$ cat config.mk
export PLATFORM = sky130hd
export DESIGN_NAME = valve_id_table_frame_emitter_core
export DESIGN_NICKNAME = d
export VERILOG_FILES = /design/src/design/vidt_pkg.sv /design/src/design/vidt_id_ram.sv /design/src/design/vidt_frame_gen.sv /design/src/design/valve_id_table_frame_emitter_core.sv
export SDC_FILE = /design/constraint.sdc
export NUM_CORES = 1
export LEC_CHECK = 0
export BUFFER_PORTS_ARGS = -buffer_cell sky130_fd_sc_hd__buf_4
export CAP_MARGIN = 25
export CORE_AREA = 2 2 212 371
export DETAILED_ROUTE_END_ITERATION = 10
export DIE_AREA = 0 0 214 373
export PLACE_DENSITY = 0.53
export SLEW_MARGIN = 20
export SYNTH_ARGS = -nofsm -noshare
export SYNTH_HDL_FRONTEND = slang
export SYNTH_SLANG_ARGS = --single-unit
$ cat constraint.sdc
create_clock -name clk -period 10 [get_ports clk]
set_input_delay 2 -clock clk [delete_from_list [all_inputs] [get_ports clk]]
set_output_delay 2 -clock clk [all_outputs]
set_load 0.02 [all_outputs]
$ cat src/design/vidt_pkg.sv
// shared types and constants of the valve id table frame emitter
package vidt_pkg;

	// request codes
	localparam logic [1:0] REQ_CLEAR = 2'd0;
	localparam logic [1:0] REQ_ADD   = 2'd1;
	localparam logic [1:0] REQ_SEND  = 2'd2;

	// result status codes
	localparam logic [1:0] ST_OK     = 2'd0;
	localparam logic [1:0] ST_DUP    = 2'd1;
	localparam logic [1:0] ST_UNUSED = 2'd2;

	// frame byte positions
	localparam logic [4:0] POS_SYNC0 = 5'd0;
	localparam logic [4:0] POS_SYNC1 = 5'd1;
	localparam logic [4:0] POS_ID0   = 5'd2;
	localparam logic [4:0] POS_ID1   = 5'd3;
	localparam logic [4:0] POS_ID2   = 5'd4;
	localparam logic [4:0] POS_ID3   = 5'd5;
	localparam logic [4:0] POS_KEY   = 5'd6;
	localparam logic [4:0] POS_SET0  = 5'd19;
	localparam logic [4:0] POS_SET1  = 5'd20;
	localparam logic [4:0] POS_SET2  = 5'd21;
	localparam logic [4:0] POS_SET3  = 5'd22;
	localparam logic [4:0] POS_CHECK = 5'd27;

	localparam logic [7:0] SYNC_BYTE = 8'hff;

	// control from the sequencer to the frame generator
	typedef struct packed {
		logic start;
		logic step;
	} fg_ctrl_t;

	// current byte from the frame generator
	typedef struct packed {
		logic [7:0] data;
		logic       last;
	} fg_stat_t;

endpackage

$ cat src/design/vidt_id_ram.sv
// identifier table memory, one write and one registered read port
module vidt_id_ram #(
	parameter int DEPTH = 16,
	parameter int AW    = $clog2(DEPTH)
) (
	input  logic          clk,
	input  logic          we,
	input  logic [AW-1:0] waddr,
	input  logic [31:0]   wdata,
	input  logic          re,
	input  logic [AW-1:0] raddr,
	output logic [31:0]   rdata
);

	logic [31:0] mem [DEPTH];
	logic [31:0] rdata_q;

	always_ff @(posedge clk) begin
		if (we) begin
			mem[waddr] <= wdata;
		end
		if (re) begin
			rdata_q <= mem[raddr];
		end
	end

	assign rdata = rdata_q;

endmodule

$ cat src/design/vidt_frame_gen.sv
// frame byte generator with running checksum
module vidt_frame_gen (
	input  logic               clk,
	input  logic               arst_n,
	input  vidt_pkg::fg_ctrl_t ctrl,
	input  logic [31:0]        valve_id,
	input  logic [7:0]         key_code,
	input  logic [31:0]        set_word,
	output vidt_pkg::fg_stat_t stat
);

	logic [4:0] byte_cnt_q;
	logic [7:0] xor_q;
	logic [7:0] cur_byte;

	always_comb begin
		unique case (byte_cnt_q)
			vidt_pkg::POS_SYNC0: cur_byte = vidt_pkg::SYNC_BYTE;
			vidt_pkg::POS_SYNC1: cur_byte = vidt_pkg::SYNC_BYTE;
			vidt_pkg::POS_ID0:   cur_byte = valve_id[31:24];
			vidt_pkg::POS_ID1:   cur_byte = valve_id[23:16];
			vidt_pkg::POS_ID2:   cur_byte = valve_id[15:8];
			vidt_pkg::POS_ID3:   cur_byte = valve_id[7:0];
			vidt_pkg::POS_KEY:   cur_byte = key_code;
			vidt_pkg::POS_SET0:  cur_byte = set_word[31:24];
			vidt_pkg::POS_SET1:  cur_byte = set_word[23:16];
			vidt_pkg::POS_SET2:  cur_byte = set_word[15:8];
			vidt_pkg::POS_SET3:  cur_byte = set_word[7:0];
			vidt_pkg::POS_CHECK: cur_byte = ~xor_q;
			default:             cur_byte = 8'h00;
		endcase
	end

	always_ff @(posedge clk or negedge arst_n) begin
		if (!arst_n) begin
			byte_cnt_q <= '0;
			xor_q      <= '0;
		end else if (ctrl.start) begin
			byte_cnt_q <= '0;
			xor_q      <= '0;
		end else if (ctrl.step) begin
			byte_cnt_q <= byte_cnt_q + 5'd1;
			xor_q      <= xor_q ^ cur_byte;
		end
	end

	assign stat.data = cur_byte;
	assign stat.last = (byte_cnt_q == vidt_pkg::POS_CHECK);

endmodule

$ cat src/design/valve_id_table_frame_emitter_core.sv
// valve id table with duplicate search and 28-byte frame emitter, top level
// clear, failed send: one result via the S_RESP state and the output register; add: table
// walk, one table read per cycle, compared when the data returns; the result follows via S_RESP
// send: 28 results, the first via S_LOAD and S_FRAME, then one byte per cycle
// out of the output register; stall pauses it; next request taken once the last is loaded
// reset clears the fill count and control state; table contents stay undefined
module valve_id_table_frame_emitter_core #(
	parameter int TABLE_ENTRIES = 16
) (
	input  logic        clk,
	input  logic        arst_n,
	input  logic        in_valid,
	output logic        in_stall,
	input  logic [1:0]  req_type,
	input  logic [31:0] valve_id,
	input  logic [3:0]  entry_index,
	input  logic [7:0]  key_code,
	input  logic [31:0] set_word,
	output logic        out_valid,
	input  logic        out_stall,
	output logic [7:0]  out_byte,
	output logic [1:0]  status,
	output logic        last_byte
);

	localparam int AW = $clog2(TABLE_ENTRIES);
	localparam int IW = (AW > 4) ? AW : 4;

	localparam logic [2:0] S_IDLE  = 3'd0;
	localparam logic [2:0] S_SRCH  = 3'd1;
	localparam logic [2:0] S_LOAD  = 3'd2;
	localparam logic [2:0] S_FRAME = 3'd3;
	localparam logic [2:0] S_RESP  = 3'd4;

	logic [2:0]    state_q;
	logic [AW-1:0] count_q;
	logic [AW-1:0] ptr_q;
	logic          chk_q;
	logic [1:0]    resp_q;
	logic [31:0]   vid_q;
	logic [3:0]    idx_q;
	logic [7:0]    key_q;
	logic [31:0]   set_q;

	logic          in_acc;
	logic          out_free;
	logic          issue;
	logic          match;
	logic          srch_done;
	logic [IW-1:0] idx_ext;
	logic [IW-1:0] in_idx_ext;
	logic [IW-1:0] count_ext;
	logic          ram_we;
	logic          ram_re;
	logic [AW-1:0] ram_raddr;
	logic [31:0]   ram_rdata;

	vidt_pkg::fg_ctrl_t fg_ctrl;
	vidt_pkg::fg_stat_t fg_stat;

	logic       out_valid_q;
	logic       out_load;
	logic [7:0] out_byte_q;
	logic [1:0] status_q;
	logic       last_q;
	logic [7:0] load_byte;
	logic [1:0] load_status;
	logic       load_last;

	assign in_stall   = (state_q != S_IDLE);
	assign in_acc     = in_valid && !in_stall;
	assign out_free   = !out_valid_q || !out_stall;

	assign idx_ext    = IW'(idx_q);
	assign in_idx_ext = IW'(entry_index);
	assign count_ext  = IW'(count_q);

	// table walk: one read issued per cycle, compared when the data returns
	assign issue     = (state_q == S_SRCH) && (ptr_q != count_q);
	assign match     = (state_q == S_SRCH) && chk_q && (ram_rdata == vid_q);
	assign srch_done = (state_q == S_SRCH) && !match && !issue && !chk_q;

	assign ram_we    = srch_done;
	assign ram_re    = issue || (state_q == S_LOAD);
	assign ram_raddr = (state_q == S_LOAD) ? idx_ext[AW-1:0] : ptr_q;

	vidt_id_ram #(
		.DEPTH(TABLE_ENTRIES),
		.AW   (AW)
	) u_ram (
		.clk  (clk),
		.we   (ram_we),
		.waddr(count_q),
		.wdata(vid_q),
		.re   (ram_re),
		.raddr(ram_raddr),
		.rdata(ram_rdata)
	);

	assign fg_ctrl.start = (state_q == S_LOAD);
	assign fg_ctrl.step  = (state_q == S_FRAME) && out_free;

	vidt_frame_gen u_frame (
		.clk     (clk),
		.arst_n  (arst_n),
		.ctrl    (fg_ctrl),
		.valve_id(ram_rdata),
		.key_code(key_q),
		.set_word(set_q),
		.stat    (fg_stat)
	);

	always_ff @(posedge clk or negedge arst_n) begin
		if (!arst_n) begin
			state_q <= S_IDLE;
			count_q <= '0;
			ptr_q   <= '0;
			chk_q   <= 1'b0;
			resp_q  <= vidt_pkg::ST_OK;
		end else begin
			unique case (state_q)
				S_IDLE: begin
					if (in_acc) begin
						ptr_q  <= '0;
						chk_q  <= 1'b0;
						resp_q <= vidt_pkg::ST_OK;
						priority if (req_type == vidt_pkg::REQ_CLEAR) begin
							count_q <= '0;
							state_q <= S_RESP;
						end else if (req_type == vidt_pkg::REQ_ADD) begin
							state_q <= S_SRCH;
						end else if (req_type == vidt_pkg::REQ_SEND) begin
							if (in_idx_ext >= count_ext) begin
								resp_q  <= vidt_pkg::ST_UNUSED;
								state_q <= S_RESP;
							end else begin
								state_q <= S_LOAD;
							end
						end else begin
							// unused request code is dropped
							state_q <= S_IDLE;
						end
					end
				end
				S_SRCH: begin
					chk_q <= issue;
					if (issue) begin
						ptr_q <= ptr_q + AW'(1);
					end
					priority if (match) begin
						resp_q  <= vidt_pkg::ST_DUP;
						state_q <= S_RESP;
					end else if (srch_done) begin
						if (count_q == AW'(TABLE_ENTRIES - 1)) begin
							count_q <= '0;
						end else begin
							count_q <= count_q + AW'(1);
						end
						state_q <= S_RESP;
					end
				end
				S_LOAD: begin
					state_q <= S_FRAME;
				end
				S_FRAME: begin
					if (out_free && fg_stat.last) begin
						state_q <= S_IDLE;
					end
				end
				S_RESP: begin
					if (out_free) begin
						state_q <= S_IDLE;
					end
				end
				default: begin
					state_q <= S_IDLE;
				end
			endcase
		end
	end

	// output register
	always_comb begin
		out_load    = 1'b0;
		load_byte   = 8'h00;
		load_status = resp_q;
		load_last   = 1'b1;
		if (state_q == S_RESP && out_free) begin
			out_load = 1'b1;
		end else if (state_q == S_FRAME && out_free) begin
			out_load    = 1'b1;
			load_byte   = fg_stat.data;
			load_status = vidt_pkg::ST_OK;
			load_last   = fg_stat.last;
		end
	end

	always_ff @(posedge clk or negedge arst_n) begin
		if (!arst_n) begin
			out_valid_q <= 1'b0;
		end else if (out_load) begin
			out_valid_q <= 1'b1;
		end else if (!out_stall) begin
			out_valid_q <= 1'b0;
		end
	end

	always_ff @(posedge clk) begin
		if (out_load) begin
			out_byte_q <= load_byte;
			status_q   <= load_status;
			last_q     <= load_last;
		end
		if (in_acc) begin
			vid_q <= valve_id;
			idx_q <= entry_index;
			key_q <= key_code;
			set_q <= set_word;
		end
	end

	assign out_valid = out_valid_q;
	assign out_byte  = out_byte_q;
	assign status    = status_q;
	assign last_byte = last_q;

	// fill count never reaches the table size
	a_count_range: assert property (@(posedge clk) disable iff (!arst_n)
		count_q <= AW'(TABLE_ENTRIES - 1))
		else $error("fill count out of range");

	// a failed or one-result request always ends its sequence
	a_status_last: assert property (@(posedge clk) disable iff (!arst_n)
		out_valid && (status != vidt_pkg::ST_OK) |-> last_byte)
		else $error("non-ok status without last marker");

	// after the checksum byte is loaded the sequencer is idle again
	a_frame_end: assert property (@(posedge clk) disable iff (!arst_n)
		(state_q == S_FRAME) && out_free && fg_stat.last |=> (state_q == S_IDLE))
		else $error("frame did not end after checksum byte");

	// the table is written only at the end of a search without a match
	a_write_once: assert property (@(posedge clk) disable iff (!arst_n)
		ram_we |=> (state_q == S_RESP) && (resp_q == vidt_pkg::ST_OK))
		else $error("table write outside a successful add");

endmodule
==> results of run 1 <==
-- critical path, cell delays in order (launching register included) --
cell and delay [ps]:
dfrtp_1 510, nor3b_2 230, buf_4 330, mux2_8 640, buf_4 630, buf_4 810, mux2i_1 260, mux2i_1 100
a32oi_1 210, o221ai_1 140
-- how the worst max path moves through the flow --
stage | from | to | slack (ps) | depth (start not counted)
2_1_floorplan | in_valid | count_ext[3]$_DFFE_PN0P_ | 5540 | 5
3_3_place_gp | in_valid | count_ext[2]$_DFFE_PN0P_ | 5750 | 7
3_5_place_dp | in_valid | count_ext[3]$_DFFE_PN0P_ | 5730 | 7
4_1_cts | state_q[2]$_DFFE_PN0P_ | u_ram.rdata[10]$_DFFE_PP_ | 5790 | 9
5_1_grt | state_q[2]$_DFFE_PN0P_ | u_ram.rdata[6]$_DFFE_PP_ | 5460 | 9
6_report | state_q[2]$_DFFE_PN0P_ | u_ram.rdata[6]$_DFFE_PP_ | 5770 | 9
-- area by class of cell --
class | count | area (sq um)
inverters | 22 | 85.1
well taps | 1027 | 1280
flip-flops and latches | 659 | 19600
clock inverters | 37 | 513
repair buffers | 133 | 1020
multi-input cells | 1126 | 6560
clock buffers | 70 | 1520
fillers | 7097 | 46200
diodes | 2 | 5.00
-- state kept, by name (all words and copies together), names as in the netlist --
register,count
u_ram.rdata,32
u_frame.xor_q,8
resp_q,2
u_ram.mem,512
vid_q,32
chk_q,1
set_q,32
status,2
ptr_q,4
out_byte,8
idx_ext,4
count_ext,4
out_valid,1
state_q,3
u_frame.byte_cnt_q,5
key_q,8
last_byte,1
-- routing by layer --
layer,share of wire,routed length (um),vias to the layer above
met3,0.050,3580,130
met1,0.40,28400,8068
li1,-,-,7247
met4,0.036,2600,0
met2,0.52,37200,498
met5,0,0,-
-- power by group through the flow --
stage / clock [uW] / combinational (uW) / sequential (uW)
floorplan: 0 / 1620 / 3640
global placement: 0 / 2210 / 3760
detailed placement: 0 / 2250 / 3770
CTS: 2460 / 2260 / 3710
global route: 2550 / 2480 / 3740
finish: 2400 / 2240 / 3710
-- logic make-up after synthesis --
family | after synthesis | synth area share
compound gates | 207 | 0.0520
xor+xnor | 46 | 0.0151
fa+ha+maj | 13 | 0.00608
buf+inv | 129 | 0.0234
flops | 659 | 0.735
mux | 116 | 0.0446
simple gates | 744 | 0.124
-- stage by stage --
| stage | utilization | power (uW) | std cells | cell area (sq um) | setup WS, ps |
|---|---|---|---|---|---|
| after floorplan | - | 5260 | 1914 | 26700 | 5540 |
| after global placement | 0.372 | 5970 | 2965 | 28600 | 5750 |
| after detailed placement | 0.372 | 6020 | 2966 | 28600 | 5730 |
| after CTS | 0.399 | 8430 | 3073 | 30600 | 5790 |
| after global routing | 0.399 | 8780 | 3074 | 30600 | 5460 |
| final | 0.399 | 8360 | 3076 | 30600 | 5770 |
-- layout by cell type, fill, tap and decap left out, types with 7 or more instances in the layout --
| cell | instances |
|---|---|
| edfxtp_1 | 631 |
| nand2_1 | 484 |
| buf_4 | 130 |
| nand3_1 | 113 |
| mux2i_1 | 102 |
| o21ai_0 | 89 |
| clkbuf_16 | 59 |
| nand3b_1 | 33 |
| a32oi_1 | 33 |
| o221ai_1 | 32 |
| nor2_1 | 32 |
| dfrtp_1 | 28 |
| xnor2_1 | 25 |
| inv_1 | 21 |
| xor2_1 | 21 |
| ha_1 | 13 |
| clkinv_1 | 13 |
| bufinv_16 | 12 |
| a21oi_1 | 11 |
| clkbuf_1 | 11 |
| mux2_2 | 10 |
| o21ai_1 | 9 |
| nand4_1 | 9 |
| a22oi_1 | 9 |
| and4_2 | 8 |
| and3_1 | 8 |
| nor3b_1 | 7 |
==> flow_summary.json, run 1 <==
{
  "status": "finished clean",
  "antenna_found_initial": 1,
  "cap_viol_max_count": 0,
  "firstDrtPassIters": 6,
  "max_clock_freq_ghz": 0.237,
  "die_area_sq_mm": 0.0798,
  "min_to": "u_frame.xor_q[0]$_DFFE_PN0P_",
  "yosys_warnings": 0,
  "grt_max_degree": 201,
  "p_sw_frac": 0.330,
  "leakage_uw": 0.0107,
  "powerDensity_mw_per_mm2": 273,
  "drt-total-wl_um": 71800,
  "cp-end-kind": "flip-flop",
  "drc": 0,
  "pwr-share-clk": 0.287,
  "crit_path_start_kind": "flip-flop",
  "period_minus_slack_ps": 4230,
  "met3_usage": 0.0252,
  "numCtsBuffers": 58,
  "holdPathStages": 1,
  "fp.dieH_um": 373,
  "power_switching_uw": 2750,
  "synth_top_area_frac": 0.708,
  "fin_worst_skew_ps": 26.1,
  "core_sq_mm": 0.0769,
  "worst_pin_slew_ps": 1270,
  "timing.hold.ws_ps": 474,
  "timing.rr.end": "u_ram.rdata[6]$_DFFE_PP_",
  "top_usage_layer": "met2",
  "root_buffer": "clkbuf_16",
  "avgViaCountPerCell": 5.18,
  "grt_pass1_wl_um": 106000,
  "ys_seq_elements": 659,
  "crit_arrival_ps": 4570,
  "gp_congestion": 0.885,
  "p_seq_frac": 0.444,
  "slew_headroom": 0.155,
  "cts-htree-levels": 2,
  "nNetsFinal": 2095,
  "rsz0062_at_grt": "no",
  "postCtsSetupRepairBufs": 0,
  "clock-sinks": 659,
  "grt_pass1_vias": 15900,
  "met1_usage": 0.213,
  "critPathKind": "reg -> reg",
  "syn_avg_cell_area_sq_um": 14.0,
  "synth_edf_count": 631,
  "cts_tree": "built",
  "cp_max_fo": 82,
  "hpwlAfterDp_um": 41000,
  "yosysTopAreaCell": "edfxtp_1",
  "synth_ff_type": "edfxtp_1",
  "numPortBuffers": 94,
  "hp-class": "reg -> reg",
  "synth_area_sq_mm": 0.0267,
  "track_usage": 0.178,
  "io-pin-count": 95,
  "insertion_delay_ps": 630,
  "rows": 135,
  "ir_drop_uv": 350,
  "r2r_setup_slack_ps": 5770,
  "drive_gt1_frac": 0.124,
  "drv_slew": 0,
  "ctsResizeCount": 0,
  "reg2reg_from": "state_q[2]$_DFFE_PN0P_",
  "gr-usage-met2": 0.320,
  "yosysUniqueCellTypes": 58,
  "drt-wirelength-per-cell_um": 23.3,
  "cts_buffer_depth": 3,
  "tns_ps": 0,
  "fin_crit_sh": 0.423,
  "power.internal_uw": 5600,
  "ys_top_cells_by_area": "edfxtp_1 (71%), nand2_1 (6.8%), mux2i_1 (3.9%)",
  "cp.required_ps": 10350,
  "syn-instance-count": 1914,
  "yosysMostFrequentCell": "edfxtp_1",
  "setup-violations-final": 0,
  "seq_area_frac_synth": 0.735,
  "syn_nets": 2009,
  "dr_total_vias": 15900,
  "hold_viol": 0,
  "netlist_top_cells_count": "edfxtp_1 (631), nand2_1 (484), nand3_1 (113), mux2i_1 (103), o21ai_0 (89)",
  "area_growth_pct": 14.5,
  "clkTransAtPathRegs_ps": 70,
  "ff2ff_path_depth": 9,
  "grt_remaining_overflow": 0,
  "hp-start": "u_frame.xor_q[0]$_DFFE_PN0P_",
  "cts_hold_buf": 0,
  "ant_nets": 0,
  "p_comb_frac": 0.268,
  "fp.dieW_um": 214,
  "ys_async_sr_fraction": 0.0425,
  "start_util": 0.348,
  "drt_iter0_markers": 1425
}
Note: power is estimated with default switching activity, not from simulation.
==> run 2, diff against run 1 <==
clock period = 4.3 ns   (was 10 ns; I/O delays follow)
==> flow_summary.json, run 2 (synthesis gave the netlist of run 1 again) <==
{
  "most-common-layout-cells": "edfxtp_1 (631), nand2_1 (484), buf_4 (154)",
  "hp-class": "in -> async",
  "cap_viol_max_count": 0,
  "dp_cells": 3003,
  "root_buffer": "clkbuf_16",
  "fp.dieW_um": 214,
  "period_minus_slack_ps": 3330,
  "p_seq_frac": 0.445,
  "grt_remaining_overflow": 0,
  "drive_gt1_frac": 0.138,
  "leakage_uw": 0.0108,
  "p_comb_frac": 0.289,
  "cp.required_ps": 4650,
  "dr_total_vias": 16000,
  "nNetsFinal": 2131,
  "area_growth_pct": 15.4,
  "drc": 0,
  "fill_cells": 7120,
  "max_clock_freq_ghz": 0.301,
  "regMostFlops": "u_ram.mem",
  "n_antenna_cell": 0,
  "critPathLaunch": "state_q[2]$_DFFE_PN0P_",
  "crit_path_start_kind": "flip-flop",
  "fin_crit_sh": 0.773,
  "core_sq_mm": 0.0769,
  "timing.rr.end": "u_ram.rdata[4]$_DFFE_PP_",
  "clock-sinks": 659,
  "crit_buf_inv": 1,
  "power_switching_uw": 6570,
  "track_usage": 0.184,
  "power.internal_uw": 12700,
  "status": "finished clean",
  "hold_viol": 0,
  "slew_headroom": 0.278,
  "worstPathCellList": "nor3b_2 > mux2_8 > buf_4 > mux2i_1 > mux2i_1 > a32oi_1 > o221ai_1",
  "clkTransAtPathRegs_ps": 70,
  "grt_max_degree": 95,
  "crit_path_end": "u_ram.rdata[4]$_DFFE_PP_",
  "postCtsSetupRepairBufs": 0,
  "worst_pin_slew_ps": 1080,
  "cts_buffer_depth": 3,
  "insertion_delay_ps": 640,
  "fp.dieH_um": 373,
  "avgViaCountPerCell": 5.16,
  "io-pin-count": 95,
  "grt_pass1_vias": 16200,
  "cts_hold_buf": 0,
  "largest_reg_flops": 512,
  "crit_arrival_ps": 3680,
  "path_delay_family": "multiplexers",
  "cp_slowest_cell": "mux2_8",
  "firstDrtPassIters": 8,
  "numPortBuffers": 94,
  "cp-end-kind": "flip-flop",
  "reg2reg_from": "state_q[2]$_DFFE_PN0P_",
  "crit_cells": 7,
  "ff2ff_path_depth": 7,
  "ctsResizeCount": 0,
  "ir_drop_uv": 425,
  "powerDensity_mw_per_mm2": 626,
  "numCtsBuffers": 58,
  "setup-violations-final": 0,
  "critPathKind": "reg -> reg",
  "pwr-share-clk": 0.266,
  "finalNonFillerCells": 3109,
  "crit_top_cell": "mux2i_1",
  "drt-wirelength-per-cell_um": 23.8,
  "p_sw_frac": 0.340,
  "cts-htree-levels": 2,
  "tns_ps": 0,
  "final_common_cell": "edfxtp_1",
  "rows": 135,
  "r2r_setup_slack_ps": 970,
  "drt-total-wl_um": 74100,
  "cp_max_fo": 94,
  "power_uw": 19300,
  "cts_tree": "built",
  "ant_nets": 0,
  "max_stage_delay_ps": 770,
  "grt_pass1_wl_um": 109000,
  "gp_congestion": 0.942,
  "antenna_found_initial": 1,
  "rsz0062_at_grt": "no",
  "start_util": 0.348,
  "drv_slew": 0,
  "fin_worst_skew_ps": 17.9,
  "hpwlAfterDp_um": 46600,
  "die_area_sq_mm": 0.0798,
  "drt_iter0_markers": 1191
}
==> run 2: changes by cell type in the layout (fill, tap and decap cells not counted), moves of 2 or more <==
cell and delta:
buf_12 +11, clkinvlp_4 -2, clkinv_2 +8, bufinv_16 -9
diode_2 -2, clkinv_1 -3, clkbuf_8 +4, buf_4 +24
buf_16 +2, clkbuf_1 +3
==> run 2: worst reg2reg max path, cell delays in order (launching register included) <==
cell and delay [ps]:
dfrtp_1 510, nor3b_2 490, mux2_8 770, buf_4 410
mux2i_1 210, mux2i_1 110, a32oi_1 350, o221ai_1 190
==> run 2: power by group through the flow <==
| stage | clock, uW | combinational [uW] | sequential (uW) |
|---|---|---|---|
| 3_5_place_dp | 0 | 5660 | 8730 |
| 5_1_grt | 5470 | 6150 | 8640 |
| 4_1_cts | 5250 | 5680 | 8600 |
| 3_3_place_gp | 0 | 5560 | 8710 |
| 2_1_floorplan | 0 | 3760 | 8470 |
| 6_report | 5130 | 5590 | 8590 |
==> run 2: stage by stage <==
stage	setup slack, ps	area (sq um)	hold slack (ps)	utilization
5_1_grt	775	30900	154	0.402
3_3_place_gp	1020	29000	458	0.377
6_report	974	30900	146	0.402
4_1_cts	940	30900	133	0.402
3_5_place_dp	963	29000	465	0.378
2_1_floorplan	875	26700	440	-
==> run 2: worst min path at each step <==
stage | startpoint | endpoint | slack (ps) | cells after the start
after global routing | arst_n | state_q[2]$_DFFE_PN0P_ | 150 | 1
after detailed placement | u_frame.xor_q[3]$_DFFE_PN0P_ | u_frame.xor_q[3]$_DFFE_PN0P_ | 460 | 1
final | arst_n | state_q[2]$_DFFE_PN0P_ | 150 | 1
after CTS | arst_n | ptr_q[3]$_DFFE_PN0P_ | 130 | 1
after global placement | u_frame.xor_q[3]$_DFFE_PN0P_ | u_frame.xor_q[3]$_DFFE_PN0P_ | 460 | 1
after floorplan | u_frame.xor_q[0]$_DFFE_PN0P_ | u_frame.xor_q[0]$_DFFE_PN0P_ | 440 | 1
==> run 2: final cells by class <==
type                            count  area, sq um  area share
Timing Repair Buffer              169         1470      0.0477
Tap cell                         1027         1280      0.0416
Clock buffer                       77         1580      0.0513
Clock inverter                     29          229     0.00742
Sequential cell                   659        19600       0.637
Inverter                           22         85.1     0.00276
Multi-Input combinational cell   1126         6560       0.212
==> run 2: routing by layer <==
layer	wire (um)	track usage	share of wire
met5	0	0	0
met4	2850	0.0718	0.038
met3	3230	0.0282	0.044
met2	39400	0.339	0.53
met1	28600	0.211	0.39
==> run 3, diff against run 2 <==
PLACE_DENSITY = 0.55   (was 0.53)
clock period = 2.95 ns   (was 4.3 ns; I/O delays follow)
==> flow_summary.json, run 3 (synthesis gave the netlist of run 1 again) <==
{
  "postCtsSetupRepairBufs": 0,
  "met3_usage": 0.0219,
  "tns_ps": 0,
  "cts-htree-levels": 2,
  "final_area_sq_mm": 0.0314,
  "core_sq_mm": 0.0769,
  "antenna_found_initial": 1,
  "clock-sinks": 659,
  "worst_pin_slew_ps": 880,
  "numPortBuffers": 94,
  "rows": 135,
  "hpwlAfterDp_um": 45400,
  "final_common_cell": "edfxtp_1",
  "fin_worst_skew_ps": 22.5,
  "fp.dieW_um": 214,
  "cts_buffer_depth": 3,
  "gr-usage-met2": 0.338,
  "most-common-layout-cells": "edfxtp_1 (631), nand2_1 (484), buf_4 (164)",
  "grt_pass1_wl_um": 109000,
  "drv_slew": 0,
  "ant_nets": 0,
  "start_util": 0.348,
  "drt-total-wl_um": 74600,
  "clkTransAtPathRegs_ps": 70,
  "powerDensity_mw_per_mm2": 917,
  "nNetsFinal": 2157,
  "critPathKind": "reg -> reg",
  "drc": 0,
  "cp-end-kind": "flip-flop",
  "cp_max_fo": 45,
  "root_buffer": "clkbuf_16",
  "insertion_delay_ps": 630,
  "met1_usage": 0.214,
  "max_clock_freq_ghz": 0.365,
  "post-place-ws_ps": 241,
  "avgViaCountPerCell": 5.15,
  "numCtsBuffers": 59,
  "ir_drop_uv": 489,
  "regMostFlops": "u_ram.mem",
  "drt-wirelength-per-cell_um": 23.8,
  "slew_headroom": 0.411,
  "power_uw": 28800,
  "track_usage": 0.184,
  "cts_hold_buf": 1,
  "fin_crit_sh": 0.928,
  "drt_iter0_markers": 1396,
  "rsz0062_at_grt": "no",
  "period_minus_slack_ps": 2740,
  "grt_pass1_vias": 16200,
  "cts_tree": "built",
  "hold_viol": 0,
  "utilization": 0.408,
  "n_antenna_cell": 0,
  "setup_ws_ps": 212,
  "dr_total_vias": 16200,
  "crit_path_start_kind": "flip-flop",
  "leakage_uw": 0.0111,
  "status": "finished clean",
  "cap_viol_max_count": 0,
  "ctsResizeCount": 0,
  "gp_congestion": 0.912,
  "grt_remaining_overflow": 0,
  "cp.required_ps": 3300,
  "fp.dieH_um": 373,
  "place_area_sq_mm": 0.0294,
  "die_area_sq_mm": 0.0798,
  "largest_reg_flops": 512,
  "firstDrtPassIters": 5,
  "setup-violations-final": 0,
  "drive_gt1_frac": 0.154,
  "hp-class": "in -> reg",
  "io-pin-count": 95,
  "area_growth_pct": 17.3,
  "crit_arrival_ps": 3090,
  "top_usage_layer": "met2",
  "grt_max_degree": 53
}
run 3: cell count changes in the layout (fill, tap and decap cells not counted), sizes merged:
cell and change:
bufinv +2, clkinvlp +8, inv +3, dlygate4sd3 +1, clkinv +3, buf +24
clkbuf -12
run 3: cell type report:
cell class / instances / area [sq um]
fill: 7043 / 45500
sequential: 659 / 19600
multi-input combinational: 1126 / 6560
timing repair buffer: 194 / 1820
clock buffer: 65 / 1540
tap: 1027 / 1280
clock inverter: 45 / 424
inverter: 22 / 86.3
run 3: power breakdown:
group | switching, uW | internal, uW | leakage (uW)
Sequential | 806 | 11600 | 0.00609
Clock | 3580 | 4260 | 0.000944
Combinational | 5340 | 3150 | 0.00402
run 3: worst paths after layout:
check	from	endpoint	slack, ps	cells past startpoint
setup / recovery	state_q[2]$_DFFE_PN0P_	u_ram.rdata[12]$_DFFE_PP_	210	8
setup reg to reg	state_q[2]$_DFFE_PN0P_	u_ram.rdata[12]$_DFFE_PP_	210	8
max in group asynchronous	arst_n	u_frame.byte_cnt_q[2]$_DFFE_PN0P_	2180	2
min in group asynchronous	arst_n	ptr_q[2]$_DFFE_PN0P_	450	2
hold reg to reg	u_frame.xor_q[3]$_DFFE_PN0P_	u_frame.xor_q[3]$_DFFE_PN0P_	490	1
hold / removal	set_word[1]	set_q[1]$_DFFE_PP_	130	1
run 3: metal layers:
metal,up-vias,share of wire
met5,-,0.00017
met4,2,0.043
met3,146,0.044
met2,488,0.53
met1,8149,0.38
li1,7385,-
run 3: critical path, cell delays in order, from the launching register on:
cell	delay (ps)
dfrtp_1	380
nor3b_2	290
buf_4	360
mux2i_4	320
buf_12	280
buf_4	310
nand3_1	120
a32oi_1	210
o221ai_1	140
run 3: metrics by stage:
stage               std cells  hold slack [ps]
finish                   3138              133
global route             3138              114
CTS                      3138             98.7
detailed placement       3027              478
global placement         3027              461
floorplan                1914              294
